==> config.mk <==
export PLATFORM = sky130hd
export DESIGN_NAME = infix_to_postfix_converter
export DESIGN_NICKNAME = d
export VERILOG_FILES = /design/src/i2p_pkg.sv /design/src/infix_to_postfix_converter.sv /design/src/i2p_cell.sv /design/src/i2p_stack.sv
export SDC_FILE = /design/constraint.sdc
export NUM_CORES = 1
export LEC_CHECK = 0
export BUFFER_PORTS_ARGS = -buffer_cell sky130_fd_sc_hd__buf_2
export CAP_MARGIN = 20
export CORE_ASPECT_RATIO = 0.5
export CORE_UTILIZATION = 40
export DETAILED_ROUTE_END_ITERATION = 8
export PLACE_DENSITY_LB_ADDON = 0.08
export SYNTH_ARGS = -nofsm -noshare
export SYNTH_HDL_FRONTEND = slang
export SYNTH_SLANG_ARGS = --single-unit
==> constraint.sdc <==
create_clock -name i_clk -period 5.6 [get_ports i_clk]
set_input_delay 1.4 -clock i_clk [delete_from_list [all_inputs] [get_ports i_clk]]
set_output_delay 1.4 -clock i_clk [all_outputs]
set_load 0.02 [all_outputs]
==> src/i2p_pkg.sv <==
// package with types, operator codes and lookup functions of the infix to postfix converter
`timescale 1ns / 1ps

package i2p_pkg;

    localparam int STACK_DEPTH_DEF = 16;

    typedef logic [2:0] t_code;

    localparam t_code CODE_NONE  = 3'd0;
    localparam t_code CODE_LPAR  = 3'd1;
    localparam t_code CODE_PLUS  = 3'd2;
    localparam t_code CODE_MINUS = 3'd3;
    localparam t_code CODE_MUL   = 3'd4;
    localparam t_code CODE_DIV   = 3'd5;
    localparam t_code CODE_CARET = 3'd6;
    localparam t_code CODE_TILDE = 3'd7;

    localparam logic [7:0] CH_LPAR  = 8'h28;
    localparam logic [7:0] CH_RPAR  = 8'h29;
    localparam logic [7:0] CH_PLUS  = 8'h2B;
    localparam logic [7:0] CH_MINUS = 8'h2D;
    localparam logic [7:0] CH_MUL   = 8'h2A;
    localparam logic [7:0] CH_DIV   = 8'h2F;
    localparam logic [7:0] CH_CARET = 8'h5E;
    localparam logic [7:0] CH_TILDE = 8'h7E;

    typedef enum logic [1:0] {
        ERR_OK       = 2'd0,
        ERR_OVERFLOW = 2'd1,
        ERR_RPAR     = 2'd2,
        ERR_LPAR     = 2'd3
    } t_err;

    typedef enum logic [1:0] {
        K_OPND,
        K_LPAR,
        K_RPAR,
        K_OPER
    } t_kind;

    typedef enum logic [1:0] {
        ST_IDLE,
        ST_OP,
        ST_FLUSH,
        ST_DONE
    } t_state;

    // stack shift control handed to every cell
    typedef struct packed {
        logic push;
        logic pop;
    } t_stk_ctl;

    function automatic t_kind char_kind(input logic [7:0] ch);
        case (ch)
            CH_LPAR:  char_kind = K_LPAR;
            CH_RPAR:  char_kind = K_RPAR;
            CH_PLUS, CH_MINUS, CH_MUL, CH_DIV, CH_CARET, CH_TILDE:
                      char_kind = K_OPER;
            default:  char_kind = K_OPND;
        endcase
    endfunction

    function automatic t_code char_code(input logic [7:0] ch);
        case (ch)
            CH_LPAR:  char_code = CODE_LPAR;
            CH_PLUS:  char_code = CODE_PLUS;
            CH_MINUS: char_code = CODE_MINUS;
            CH_MUL:   char_code = CODE_MUL;
            CH_DIV:   char_code = CODE_DIV;
            CH_CARET: char_code = CODE_CARET;
            CH_TILDE: char_code = CODE_TILDE;
            default:  char_code = CODE_NONE;
        endcase
    endfunction

    function automatic logic [7:0] code_char(input t_code code);
        case (code)
            CODE_LPAR:  code_char = CH_LPAR;
            CODE_PLUS:  code_char = CH_PLUS;
            CODE_MINUS: code_char = CH_MINUS;
            CODE_MUL:   code_char = CH_MUL;
            CODE_DIV:   code_char = CH_DIV;
            CODE_CARET: code_char = CH_CARET;
            CODE_TILDE: code_char = CH_TILDE;
            default:    code_char = 8'h00;
        endcase
    endfunction

    function automatic logic [2:0] code_prec(input t_code code);
        case (code)
            CODE_PLUS, CODE_MINUS: code_prec = 3'd1;
            CODE_MUL, CODE_DIV:    code_prec = 3'd2;
            CODE_CARET:            code_prec = 3'd3;
            CODE_TILDE:            code_prec = 3'd4;
            default:               code_prec = 3'd0;
        endcase
    endfunction

    // true when the stacked operator must leave before the incoming one is pushed
    function automatic logic pops_first(input t_code top, input t_code code);
        logic right;
        right = (code == CODE_CARET) || (code == CODE_TILDE);
        if (right) begin
            pops_first = code_prec(top) > code_prec(code);
        end else begin
            pops_first = code_prec(top) >= code_prec(code);
        end
    endfunction

endpackage

==> src/infix_to_postfix_converter.sv <==
// top level of the infix to postfix converter: sequencer, result buffering and stack
// path: a result of a character passes through the pending slot and the output register
//   before it shows on m_axis
// sequencing: each character goes through ST_OP, ST_FLUSH when s_axis_tlast is set, and
//   ST_DONE before the next one is taken, and m_axis stalls hold it up;
//   the shifting operator stack moves one entry per cycle unless stalled
// reset: synchronous active-low i_rst_n empties the stack count and all valid flags;
//   stack cell contents are left as they are and need no clearing pass
`timescale 1ns / 1ps

module infix_to_postfix_converter #(
    parameter int STACK_DEPTH = i2p_pkg::STACK_DEPTH_DEF
) (
    input  logic       i_clk,
    input  logic       i_rst_n,
    // input stream
    input  logic       s_axis_tvalid,
    output logic       s_axis_tready,
    input  logic [7:0] s_axis_tdata,   // [7:0] in_char
    input  logic       s_axis_tlast,   // expr_end
    // result stream
    output logic       m_axis_tvalid,
    input  logic       m_axis_tready,
    output logic [7:0] m_axis_tdata,   // [7:0] out_char
    output logic [1:0] m_axis_tuser,   // [1:0] err_code
    output logic       m_axis_tlast    // run_last
);

    localparam int CNT_W = $clog2(STACK_DEPTH + 1);
    localparam logic [CNT_W-1:0] CNT_FULL = CNT_W'(STACK_DEPTH);

    // sequencer state
    i2p_pkg::t_state r_state, n_state;

    // latched input character
    logic [7:0]      r_char;
    i2p_pkg::t_kind  r_kind;
    i2p_pkg::t_code  r_code;
    logic            r_last;

    // stack fill count
    logic [CNT_W-1:0] r_cnt;

    // pending result, held until we know whether another one follows it
    logic            r_pend_vld;
    logic [7:0]      r_pend_char;
    i2p_pkg::t_err   r_pend_err;

    // output register
    logic            r_out_vld;
    logic [7:0]      r_out_char;
    i2p_pkg::t_err   r_out_err;
    logic            r_out_last;

    // action of the current cycle
    logic            w_emit;
    logic [7:0]      w_emit_char;
    i2p_pkg::t_err   w_emit_err;
    logic            w_push;
    logic            w_pop;
    logic            w_op_end;
    logic            w_flush_end;
    logic            w_rel;
    logic            w_go;
    logic            w_out_free;
    logic            w_accept;
    logic            w_empty;
    logic            w_full;
    logic            w_out_load;

    i2p_pkg::t_code    w_top;
    i2p_pkg::t_stk_ctl w_stk_ctl;

    assign w_empty    = (r_cnt == '0);
    assign w_full     = (r_cnt >= CNT_FULL);
    assign w_out_free = !r_out_vld || m_axis_tready;
    assign w_accept   = s_axis_tvalid && s_axis_tready;

    // a result can only be taken when the pending slot can drain into the output register
    assign w_go       = !((w_emit || w_rel) && r_pend_vld && !w_out_free);
    assign w_out_load = w_go && r_pend_vld && (w_emit || w_rel);

    // actions per state
    always_comb begin
        w_emit      = 1'b0;
        w_emit_char = 8'h00;
        w_emit_err  = i2p_pkg::ERR_OK;
        w_push      = 1'b0;
        w_pop       = 1'b0;
        w_op_end    = 1'b0;
        w_flush_end = 1'b0;
        w_rel       = 1'b0;
        case (r_state)
            i2p_pkg::ST_OP: begin
                case (r_kind)
                    i2p_pkg::K_OPND: begin
                        w_emit      = 1'b1;
                        w_emit_char = r_char;
                        w_op_end    = 1'b1;
                    end
                    i2p_pkg::K_LPAR: begin
                        // a push onto a full stack turns into an overflow result
                        if (w_full) begin
                            w_emit     = 1'b1;
                            w_emit_err = i2p_pkg::ERR_OVERFLOW;
                        end else begin
                            w_push = 1'b1;
                        end
                        w_op_end = 1'b1;
                    end
                    i2p_pkg::K_RPAR: begin
                        if (w_empty) begin
                            // no matching paren left on the stack
                            w_emit     = 1'b1;
                            w_emit_err = i2p_pkg::ERR_RPAR;
                            w_op_end   = 1'b1;
                        end else begin
                            w_pop = 1'b1;
                            if (w_top == i2p_pkg::CODE_LPAR) begin
                                w_op_end = 1'b1;
                            end else begin
                                w_emit      = 1'b1;
                                w_emit_char = i2p_pkg::code_char(w_top);
                            end
                        end
                    end
                    i2p_pkg::K_OPER: begin
                        if (!w_empty && i2p_pkg::pops_first(w_top, r_code)) begin
                            w_emit      = 1'b1;
                            w_emit_char = i2p_pkg::code_char(w_top);
                            w_pop       = 1'b1;
                        end else begin
                            if (w_full) begin
                                w_emit     = 1'b1;
                                w_emit_err = i2p_pkg::ERR_OVERFLOW;
                            end else begin
                                w_push = 1'b1;
                            end
                            w_op_end = 1'b1;
                        end
                    end
                    default: begin
                        w_op_end = 1'b1;
                    end
                endcase
            end
            i2p_pkg::ST_FLUSH: begin
                if (w_empty) begin
                    w_flush_end = 1'b1;
                end else begin
                    // every open paren still stacked reports itself
                    w_pop  = 1'b1;
                    w_emit = 1'b1;
                    if (w_top == i2p_pkg::CODE_LPAR) begin
                        w_emit_err = i2p_pkg::ERR_LPAR;
                    end else begin
                        w_emit_char = i2p_pkg::code_char(w_top);
                    end
                end
            end
            i2p_pkg::ST_DONE: begin
                w_rel = r_pend_vld;
            end
            default: begin
            end
        endcase
    end

    // next state
    always_comb begin
        n_state = r_state;
        case (r_state)
            i2p_pkg::ST_IDLE: begin
                if (w_accept) begin
                    n_state = i2p_pkg::ST_OP;
                end
            end
            i2p_pkg::ST_OP: begin
                if (w_go && w_op_end) begin
                    n_state = r_last ? i2p_pkg::ST_FLUSH : i2p_pkg::ST_DONE;
                end
            end
            i2p_pkg::ST_FLUSH: begin
                if (w_flush_end) begin
                    n_state = i2p_pkg::ST_DONE;
                end
            end
            i2p_pkg::ST_DONE: begin
                if (w_go) begin
                    n_state = i2p_pkg::ST_IDLE;
                end
            end
            default: begin
                n_state = i2p_pkg::ST_IDLE;
            end
        endcase
    end

    assign s_axis_tready = (r_state == i2p_pkg::ST_IDLE);

    assign w_stk_ctl.push = w_go && w_push;
    assign w_stk_ctl.pop  = w_go && w_pop;

    // control registers
    always_ff @(posedge i_clk) begin
        if (!i_rst_n) begin
            r_state    <= i2p_pkg::ST_IDLE;
            r_cnt      <= '0;
            r_pend_vld <= 1'b0;
            r_out_vld  <= 1'b0;
        end else begin
            r_state <= n_state;
            if (w_stk_ctl.push) begin
                r_cnt <= r_cnt + 1'b1;
            end else if (w_stk_ctl.pop) begin
                r_cnt <= r_cnt - 1'b1;
            end
            if (w_go && w_emit) begin
                r_pend_vld <= 1'b1;
            end else if (w_go && w_rel) begin
                r_pend_vld <= 1'b0;
            end
            if (w_out_load) begin
                r_out_vld <= 1'b1;
            end else if (m_axis_tready) begin
                r_out_vld <= 1'b0;
            end
        end
    end

    // payload registers
    always_ff @(posedge i_clk) begin
        if (w_accept) begin
            r_char <= s_axis_tdata;
            r_kind <= i2p_pkg::char_kind(s_axis_tdata);
            r_code <= i2p_pkg::char_code(s_axis_tdata);
            r_last <= s_axis_tlast;
        end
        if (w_go && w_emit) begin
            r_pend_char <= w_emit_char;
            r_pend_err  <= w_emit_err;
        end
        if (w_out_load) begin
            r_out_char <= r_pend_char;
            r_out_err  <= r_pend_err;
            // the pending result closes the run only when it drains at the end
            r_out_last <= w_rel;
        end
    end

    i2p_stack #(
        .STACK_DEPTH (STACK_DEPTH)
    ) u_stack (
        .i_clk (i_clk),
        .i_ctl (w_stk_ctl),
        .i_new (r_code),
        .o_top (w_top)
    );

    assign m_axis_tvalid = r_out_vld;
    assign m_axis_tdata  = r_out_char;
    assign m_axis_tuser  = r_out_err;
    assign m_axis_tlast  = r_out_last;

endmodule

==> src/i2p_cell.sv <==
// one operator stack cell: takes its upper neighbor on push, its lower neighbor on pop
`timescale 1ns / 1ps

module i2p_cell (
    input  logic              i_clk,
    input  i2p_pkg::t_stk_ctl i_ctl,
    input  i2p_pkg::t_code    i_up,
    input  i2p_pkg::t_code    i_dn,
    output i2p_pkg::t_code    o_code
);

    i2p_pkg::t_code r_code;

    always_ff @(posedge i_clk) begin
        if (i_ctl.push) begin
            r_code <= i_up;
        end else if (i_ctl.pop) begin
            r_code <= i_dn;
        end
    end

    assign o_code = r_code;

endmodule

==> src/i2p_stack.sv <==
// operator stack built as a row of shifting cells, top of stack in cell 0
`timescale 1ns / 1ps

module i2p_stack #(
    parameter int STACK_DEPTH = i2p_pkg::STACK_DEPTH_DEF
) (
    input  logic              i_clk,
    input  i2p_pkg::t_stk_ctl i_ctl,
    input  i2p_pkg::t_code    i_new,
    output i2p_pkg::t_code    o_top
);

    i2p_pkg::t_code w_code [STACK_DEPTH];

    for (genvar k = 0; k < STACK_DEPTH; k++) begin : g_cell
        i2p_pkg::t_code w_up;
        i2p_pkg::t_code w_dn;

        if (k == 0) begin : g_first
            assign w_up = i_new;
        end else begin : g_mid_up
            assign w_up = w_code[k-1];
        end

        // bottom cell refills with its own value, only entries below the count are read
        if (k == STACK_DEPTH - 1) begin : g_last
            assign w_dn = w_code[k];
        end else begin : g_mid_dn
            assign w_dn = w_code[k+1];
        end

        i2p_cell u_cell (
            .i_clk  (i_clk),
            .i_ctl  (i_ctl),
            .i_up   (w_up),
            .i_dn   (w_dn),
            .o_code (w_code[k])
        );
    end

    assign o_top = w_code[0];

endmodule

==> results of run 1 <==
[synthesized netlist by cell type, types with 5 or more instances]
cell type	n	share of area [%]
nor2_1	11	0.94
buf_2	5	0.57
nor2b_1	5	0.71
a21oi_1	13	1.5
mux2_2	42	11
clkbuf_1	7	0.60
ha_1	11	3.1
dfxtp_1	9	4.1
nand3_1	6	0.68
nand2_1	33	2.8
inv_1	13	1.1
and2_1	9	1.3
edfxtp_1	83	57
o21a_1	5	0.85
a211oi_1	6	1.0
o21ai_0	14	1.6
[worst paths after layout]
path | startpoint | to
worst max-delay path | u_stack.g_cell[0].u_cell.o_code[2]$_DFFE_PP_ | r_cnt[4]$_SDFFE_PN0P_
worst min-delay path | r_pend_err[0]$_DFFE_PP_ | m_axis_tuser[0]$_DFFE_PP_
worst max register to register | u_stack.g_cell[0].u_cell.o_code[2]$_DFFE_PP_ | r_cnt[4]$_SDFFE_PN0P_
worst min register to register | r_pend_err[0]$_DFFE_PP_ | m_axis_tuser[0]$_DFFE_PP_
[stage by stage]
stage	hold WS, ns	worst slack [ns]	power, mW	utilization [%]	instance area, µm²
finish	0.4163	1.892	2.545	47.24	4933
CTS	0.4200	1.905	2.575	47.24	4933
global route	0.4247	1.444	2.711	47.24	4933
floorplan	0.4003	2.239	1.778	-	4409
detailed placement	0.4080	1.928	1.982	44.54	4651
global placement	0.4066	2.027	1.952	44.54	4651
[cell usage in the layout, fill, tap and decap left out, types with 3 or more instances in the layout]
cell type and instances:
clkbuf_16 9, o22ai_1 3, and3_1 4, nor2b_1 5, inv_1 13, a211oi_1 6, nor2_1 11, dfxtp_1 9
nand2_1 33, nand3_1 6, o21ai_0 14, nor3_1 4, a21oi_1 13, o21a_1 5, mux2i_1 4, nor4b_1 3
mux2_2 42, buf_2 25, edfxtp_1 83, nand2b_1 3, and2_1 9, ha_1 11
[area by class of cell]
class	instances	area, µm²
Tap cell	140	175.2
Clock buffer	9	225.2
Clock inverter	7	57.56
Sequential cell	92	2673
Timing Repair Buffer	27	140.1
Fill cell	920	5509
Inverter	13	48.80
Multi-Input combinational cell	213	1614
[state kept, by name, summed over array words and instances, names as in the netlist, 2 cells and up]
signal,cells
m_axis_tdata,8
m_axis_tuser,2
r_char,8
r_cnt,5
r_code,3
r_kind,2
r_pend_char,8
r_pend_err,2
r_state,2
u_stack.g_cell.u_cell.o_code,48
[cell families (layout without fill, tap and decap cells)]
family,after synthesis,count (layout),share of synthesized area [%]
AOI/OAI and AO/OA,62,62,9.677
xor gates and xnor gates,3,3,0.5960
adders and majority gates,12,12,3.575
buffers and inverters,28,56,2.980
DFF,92,92,60.61
muxes,49,49,12.57
and+or+nand+nor,87,87,9.989
[power breakdown]
group	total, mW	switching [mW]	leakage (nW)	internal [mW]
combinational	0.823	0.467	0.786	0.356
clock	0.580	0.273	0.134	0.307
sequential	1.14	0.115	0.839	1.03
total	2.55	0.854	1.76	1.69
[worst register-to-register path, delay by kind of cell, from the launching register on]
family                   cells  cell delay, ns
AO/OA/AOI/OAI                6            1.41
buffers and inverters        1            0.35
flip-flops                   1            0.52
adder cells (fa/ha/maj)      2            0.61
AND/OR/NAND/NOR              5            0.74
[per-layer routing]
metal | wire length [µm] | vias up | track usage [%] | part of all wire (%)
met1 | 4041 | 1301 | 22.02 | 51
met2 | 3551 | 56 | 21.66 | 45
li1 | - | 1299 | - | -
met3 | 309 | 6 | 4.671 | 3.9
met5 | 0 | - | 0 | 0
met4 | 66 | 0 | 4.848 | 0.83
==> results.md, run 1 <==
- Outcome: finished, final reports clean
- Vias in the first global route: 2674
- DP HPWL: 5525 µm
- Worst-skew pair later-pin latency: 0.34 ns
- Fmax achieved: 269.7 MHz
- CP required: 5.87 ns
- Die Span X: 150.5 µm
- Crit path launch type: register
- H-tree levels: 3
- Fin cells: 501
- Post-cts resize count: 0
- Pins Over Slew Limit: 0
- CP arrival: 3.98 ns
- Setup Skew: 0.007682 ns
- Slowest cell on crit path: edfxtp_1
- Yosys reg bits: 92
- Slew @ Worst Pin: 0.9811 ns
- Total Routed Length: 7968 µm
- Hold Crit Depth: 0
- CP max FO: 48
- Max-slew headroom: 34.35%
- Core ar.: 10440 µm²
- Cts hold-fix bufs: 0
- Fin crit period: 3.708 ns
- Leak: 1.760 nW
- Post-synth EDFFs: 83
- Placed cells: 485
- Vias per inst: 5.313
- Depth of the worst register-to-register path: 14
- DRT antenna net count: 0
- Critical path class: reg2reg
- Vias: 2662
- Crit path depth: 14
- Power Dens Cells: 515.9 nW/µm²
- CP top delay family: compound AO/OA/AOI/OAI gates
- Post-route DRC: 0
- Number of I/O pins: 26
- Count of final setup violators: 0
- Max_cap viols: 0
- Crit share post-route: 66.22%
- Cell seen most often among critical-path stages: nand2_1
- WL per Instance: 15.90 µm
- Largest net degree at the start of global routing: 49
- Synth Flop Type: edfxtp_1
- Syn nets: 358
- Drt first-iter violations: 163
- Layout Nets: 381
- Total gr overflow: 0
- Post-Syn Area: 4409 µm²
- Port bufs: 25
- Syn_area_per_cell: 13.24 µm²
- CP endpoint kind: register
- Yosys warns: 0
- Die height: 76.24 µm
- CTS root buf: clkbuf_16
- Initial antenna violation count: 0
- TritonCTS clock tree: done
- Asr flop ratio synth: 0%
- Area grow syn2layout: 11.89%
- Setup Fix Bufs, Post-CTS: 0
- Clock slew at reported path FFs: 0.07 ns
- Unrepaired setup endpoints after global routing: no
- Seq/Total Area, Yosys: 60.61%
- Starting Density: 42.22%
- Unique masters post-synth: 53
- Synth Instances: 333
- Number of cell rows: 26
- Clock buffer count from CTS: 9
- First-pass GRT wire length: 13380 µm
- Critical Path Max Stage Delay: 0.52 ns
- Share of cells above drive strength 1: 26.32%
- Die area: 11470 µm²
- Hold Vio Cnt, Final: 0
- Setup TNS: 0 ns
- VDD IR-drop max: 215.7 µV
- Sink Count: 92
- CP Buf/Inv Count: 1
- All-layer global routing usage: 15.24%
- Crit-path cells: nand2_1 > nand2_1 > ha_1 > nand2b_1 > a211oi_1 > o31a_2 > o211ai_4 > buf_4 > ha_1 > a21o_1 > a21oi_1 > nand2_1 > or3_1 > o211ai_1
- Antenna fix cells: 0
- Reg2reg setup slack: 1.89 ns
- Gpl congestion: 0.8239
- Clk buf depth: 2
- Hold Path Class: reg2reg
- DRT Pass-1 Iters: 5
Note: power is estimated with default switching activity, not from simulation.
==> inputs of run 2 (changes only) <==
--- a/config.mk
+++ b/config.mk
@@ -5,6 +5,7 @@
 export SDC_FILE = /design/constraint.sdc
 export NUM_CORES = 1
 export LEC_CHECK = 0
+export ABC_AREA = 1
 export BUFFER_PORTS_ARGS = -buffer_cell sky130_fd_sc_hd__buf_2
 export CAP_MARGIN = 20
 export CORE_ASPECT_RATIO = 0.5
==> constraint.sdc (replaced) <==
create_clock -name i_clk -period 3.1 [get_ports i_clk]
set_input_delay 0.775 -clock i_clk [delete_from_list [all_inputs] [get_ports i_clk]]
set_output_delay 0.775 -clock i_clk [all_outputs]
set_load 0.02 [all_outputs]
==> run 2 against run 1 <==
Sequential share of layout area fell by 2.1 points. First-iteration DRC count down 1.2%. Largest power group unchanged. Synthesized cell count up 29%. Sequential power increased by 84%. Register-to-register slack got worse by 1.6 ns. Highest routed layer unchanged. Critical endpoint unchanged. Clock power up 70%. Wire length increased by 6.8%.
==> results.md, run 2 <==
- Outcome: finished, final reports clean
- Crit-path cells: inv_2 > o21ai_0 > ha_1 > inv_1 > nand2_1 > nand2_1 > a21oi_4 > nand2_4 > nand3_2 > nand2_2 > nand3_2 > nand3_4 > nand2_8 > inv_8 > fa_2 > o21ai_2 > xnor2_2 > o21ai_1 > nand2_1 > nor2_1
- Seq/Total Area, Yosys: 58.65% (-2.0 points)
- Worst Hold Slack: 0.4138 ns (-0.002437 ns)
- Depth of the worst register-to-register path: 20 (+6)
- First-pass GRT wire length: 14250 µm (+6.5%)
- Placed cell areas: 4820 µm² (+3.6%)
- Share of cells above drive strength 1: 24.68% (-1.6 points)
- Gpl congestion: 0.8393 (+1.9%)
- Vias: 2975 (+12%)
- Number of cell rows: 27 (+3.8%)
- Power Dens Cells: 965.0 nW/µm² (+87%)
- CP top delay family: simple AND/OR/NAND/NOR gates
- Max_cap viols: 0 (unchanged)
- Antenna fix cells: 0 (unchanged)
- CP max FO: 6 (-88%)
- Critical path class: reg2reg
- Leak: 2.084 nW (+18%)
- Number of I/O pins: 26 (unchanged)
- Hold Path Class: reg2reg
- CP arrival: 3.08 ns (-0.90 ns)
- Asr flop ratio synth: 0% (unchanged)
- Largest net degree at the start of global routing: 51 (+4.1%)
- Die area: 11850 µm² (+3.3%)
- Unique masters post-synth: 41 (-23%)
- Worst-skew pair later-pin latency: 0.34 ns (about the same)
- Setup TNS: 0 ns (unchanged)
- Fin cells: 615 (+23%)
- Hold Vio Cnt, Final: 0 (unchanged)
- Starting Density: 41.25% (-0.97 points)
- H-tree levels: 3 (unchanged)
- Die height: 77.47 µm (+1.6%)
- Post-synth EDFFs: 83 (unchanged)
- Yosys reg bits: 92 (unchanged)
- Post-Syn Area: 4557 µm² (+3.3%)
- Met1 Wirelength: 4453 µm (+10%)
- Met3 routed WL: 250 µm (-19%)
- Final Core Density: 46.49% (-0.75 points)
- Clock buffer count from CTS: 9 (unchanged)
- Place WS: 0.1365 ns (-1.791 ns)
- Vias per inst: 4.837 (-9.0%)
- All-layer global routing usage: 15.48% (+0.24 points)
- Design Area, Final: 5136 µm² (+4.1%)
- Most frequent cells in the layout: nand2_1 (84), edfxtp_1 (83), inv_1 (47)
- Port bufs: 25 (unchanged)
- P_int: 3.111 mW (+84%)
- Total power: 4.957 mW (+95%)
- Setup Skew: 0.007953 ns (+0.0002710 ns)
- Combinational power share: 37.7% (+5.4 points)
- Sequential standard cell area: 2673 µm² (unchanged)
- Slowest cell on crit path: edfxtp_1
- DRT antenna net count: 0 (unchanged)
- Critical Path Sink: r_cnt[4]$_SDFFE_PN0P_
- Count of final setup violators: 0 (unchanged)
- Area leader, netlist: edfxtp_1
- Vias in the first global route: 2852 (+6.7%)
- Fillers: 1038 (+13%)
- Most frequent cell after synthesis: nand2_1
- Met2 wire length: 3715 µm (+4.6%)
- RR Endpoint: r_cnt[4]$_SDFFE_PN0P_
- Total gr overflow: 0 (unchanged)
- Area occupied by multi-input gates: 1570 µm² (-2.7%)
- Cells taking the most area after synthesis: edfxtp_1 (55%), nand2_1 (6.9%), inv_1 (4.0%), dfxtp_1 (4.0%), o21ai_2 (3.5%)
- Synth Instances: 430 (+29%)
- Commonest non-fill, non-tap cell in the layout: nand2_1
- CP required: 3.33 ns (-2.54 ns)
- Initial antenna violation count: 0 (unchanged)
- Unrepaired setup endpoints after global routing: no
- Critical R2R Launch: u_stack.g_cell[0].u_cell.o_code[2]$_DFFE_PP_
- Clk buf depth: 2 (unchanged)
- Pins Over Slew Limit: 0 (unchanged)
- Area grow syn2layout: 12.71%
- CTS root buf: clkbuf_16
- Sequential power share: 42.4% (-2.5 points)
- TritonCTS clock tree: done
- DP HPWL: 5961 µm (+7.9%)
- Drt first-iter violations: 161 (-1.2%)
- Sink Count: 92 (unchanged)
- Total Routed Length: 8510 µm (+6.8%)
- Cell seen most often among critical-path stages: nand2_1
- Fmax achieved: 350.5 MHz (+30%)
- WL per Instance: 13.84 µm (-13%)
- Hold Startpoint: r_pend_char[5]$_DFFE_PP_
- Sw Pwr: 1.846 mW (+120%)
- Critical path origin: u_stack.g_cell[0].u_cell.o_code[2]$_DFFE_PP_
- Reg2reg setup slack: 0.25 ns (-1.64 ns)
- Clock share of power: 19.9% (-2.9 points)
- Crit share post-route: 92.04% (+26 points)
- Syn nets: 455 (+27%)
- Critical Path Max Stage Delay: 0.43 ns (-0.09 ns)
- Max reg flops: 48 (unchanged)
- Fin crit period: 2.853 ns (-0.8552 ns)
- Crit path launch type: register
- VDD IR-drop max: 362.4 µV (+68%)
- Synth Flop Type: edfxtp_1
- CP endpoint kind: register
- Max-slew headroom: 55.42% (+21 points)
- Layout Nets: 490 (+29%)
- DRT Pass-1 Iters: 4 (-1)
- Area share of the largest cell type after synthesis: 54.70% (-1.8 points)
- Synth top cells by count: nand2_1 (84), edfxtp_1 (83), inv_1 (49)
- Syn_area_per_cell: 10.60 µm² (-20%)
- Top Layer Used: met4
- Placed cells: 597 (+23%)
- Switching Share: 37.24% (+3.7 points)
- Final worst slack: 0.2469 ns (-1.645 ns)
- Slew @ Worst Pin: 0.6688 ns (-0.3123 ns)
- Post-route DRC: 0 (unchanged)
- Core ar.: 11050 µm² (+5.8%)
- Yosys warns: 0 (unchanged)
- Cts hold-fix bufs: 0 (unchanged)
- Clock slew at reported path FFs: 0.06 ns (about the same)
- Crit path depth: 20 (+6)
- Die Span X: 152.9 µm (+1.6%)
- CP Buf/Inv Count: 3 (+2)
run 2: cell count changes after synthesis, moves of 10 or more:
cell     before  now
inv_1        13   49
mux2_2       42    0
o21ai_2       1   18
o21ai_1       0   24
nor2_1       11   21
nand2_1      33   84
nand2_2       0   25
run 2: cells by family after synthesis:
family	count (synthesis)	synth area share, %
compound gates	86	11.53
simple gates	168	18.01
xor+xnor	3	0.5767
buf+inv	69	7.770
fa+ha+maj	12	3.460
flops	92	58.65
run 2: layout make-up:
cell class | instances | share of cell area (%)
Clock buffer | 11 | 4.531
Clock inverter | 5 | 0.5603
Inverter | 58 | 4.385
Multi-Input combinational cell | 269 | 30.57
Sequential cell | 92 | 52.03
Tap cell | 145 | 3.532
Timing Repair Buffer | 35 | 4.385
run 2: worst min path at each step:
stage,end,slack [ns],depth (start not counted)
2_1_floorplan,m_axis_tdata[0]$_DFFE_PP_,0.40,0
3_3_place_gp,m_axis_tdata[7]$_DFFE_PP_,0.41,0
3_5_place_dp,m_axis_tdata[7]$_DFFE_PP_,0.41,0
4_1_cts,m_axis_tdata[5]$_DFFE_PP_,0.42,0
5_1_grt,m_axis_tdata[3]$_DFFE_PP_,0.42,0
6_report,m_axis_tdata[5]$_DFFE_PP_,0.41,0
run 2: metal layers:
layer | global-route usage, % | vias to the layer above
li1 | - | 1526
met1 | 21.81 | 1405
met2 | 23.07 | 34
met3 | 4.302 | 10
met4 | 4.848 | 0
met5 | 0 | -
run 2: timing repair:
item | in CTS | in global routing
setup buffers | 0 | 2
gates resized for setup | 0 | 11
setup endpoints to repair | 0 | 3
run 2: power groups by stage:
stage | Combinational, mW | Clock, mW | Sequential, mW
2_1_floorplan | 1.41 | 0 | 2.08
3_3_place_gp | 1.80 | 0 | 2.12
3_5_place_dp | 1.78 | 0 | 2.13
4_1_cts | 1.80 | 1.01 | 2.10
5_1_grt | 2.11 | 1.06 | 2.14
6_report | 1.87 | 0.985 | 2.10
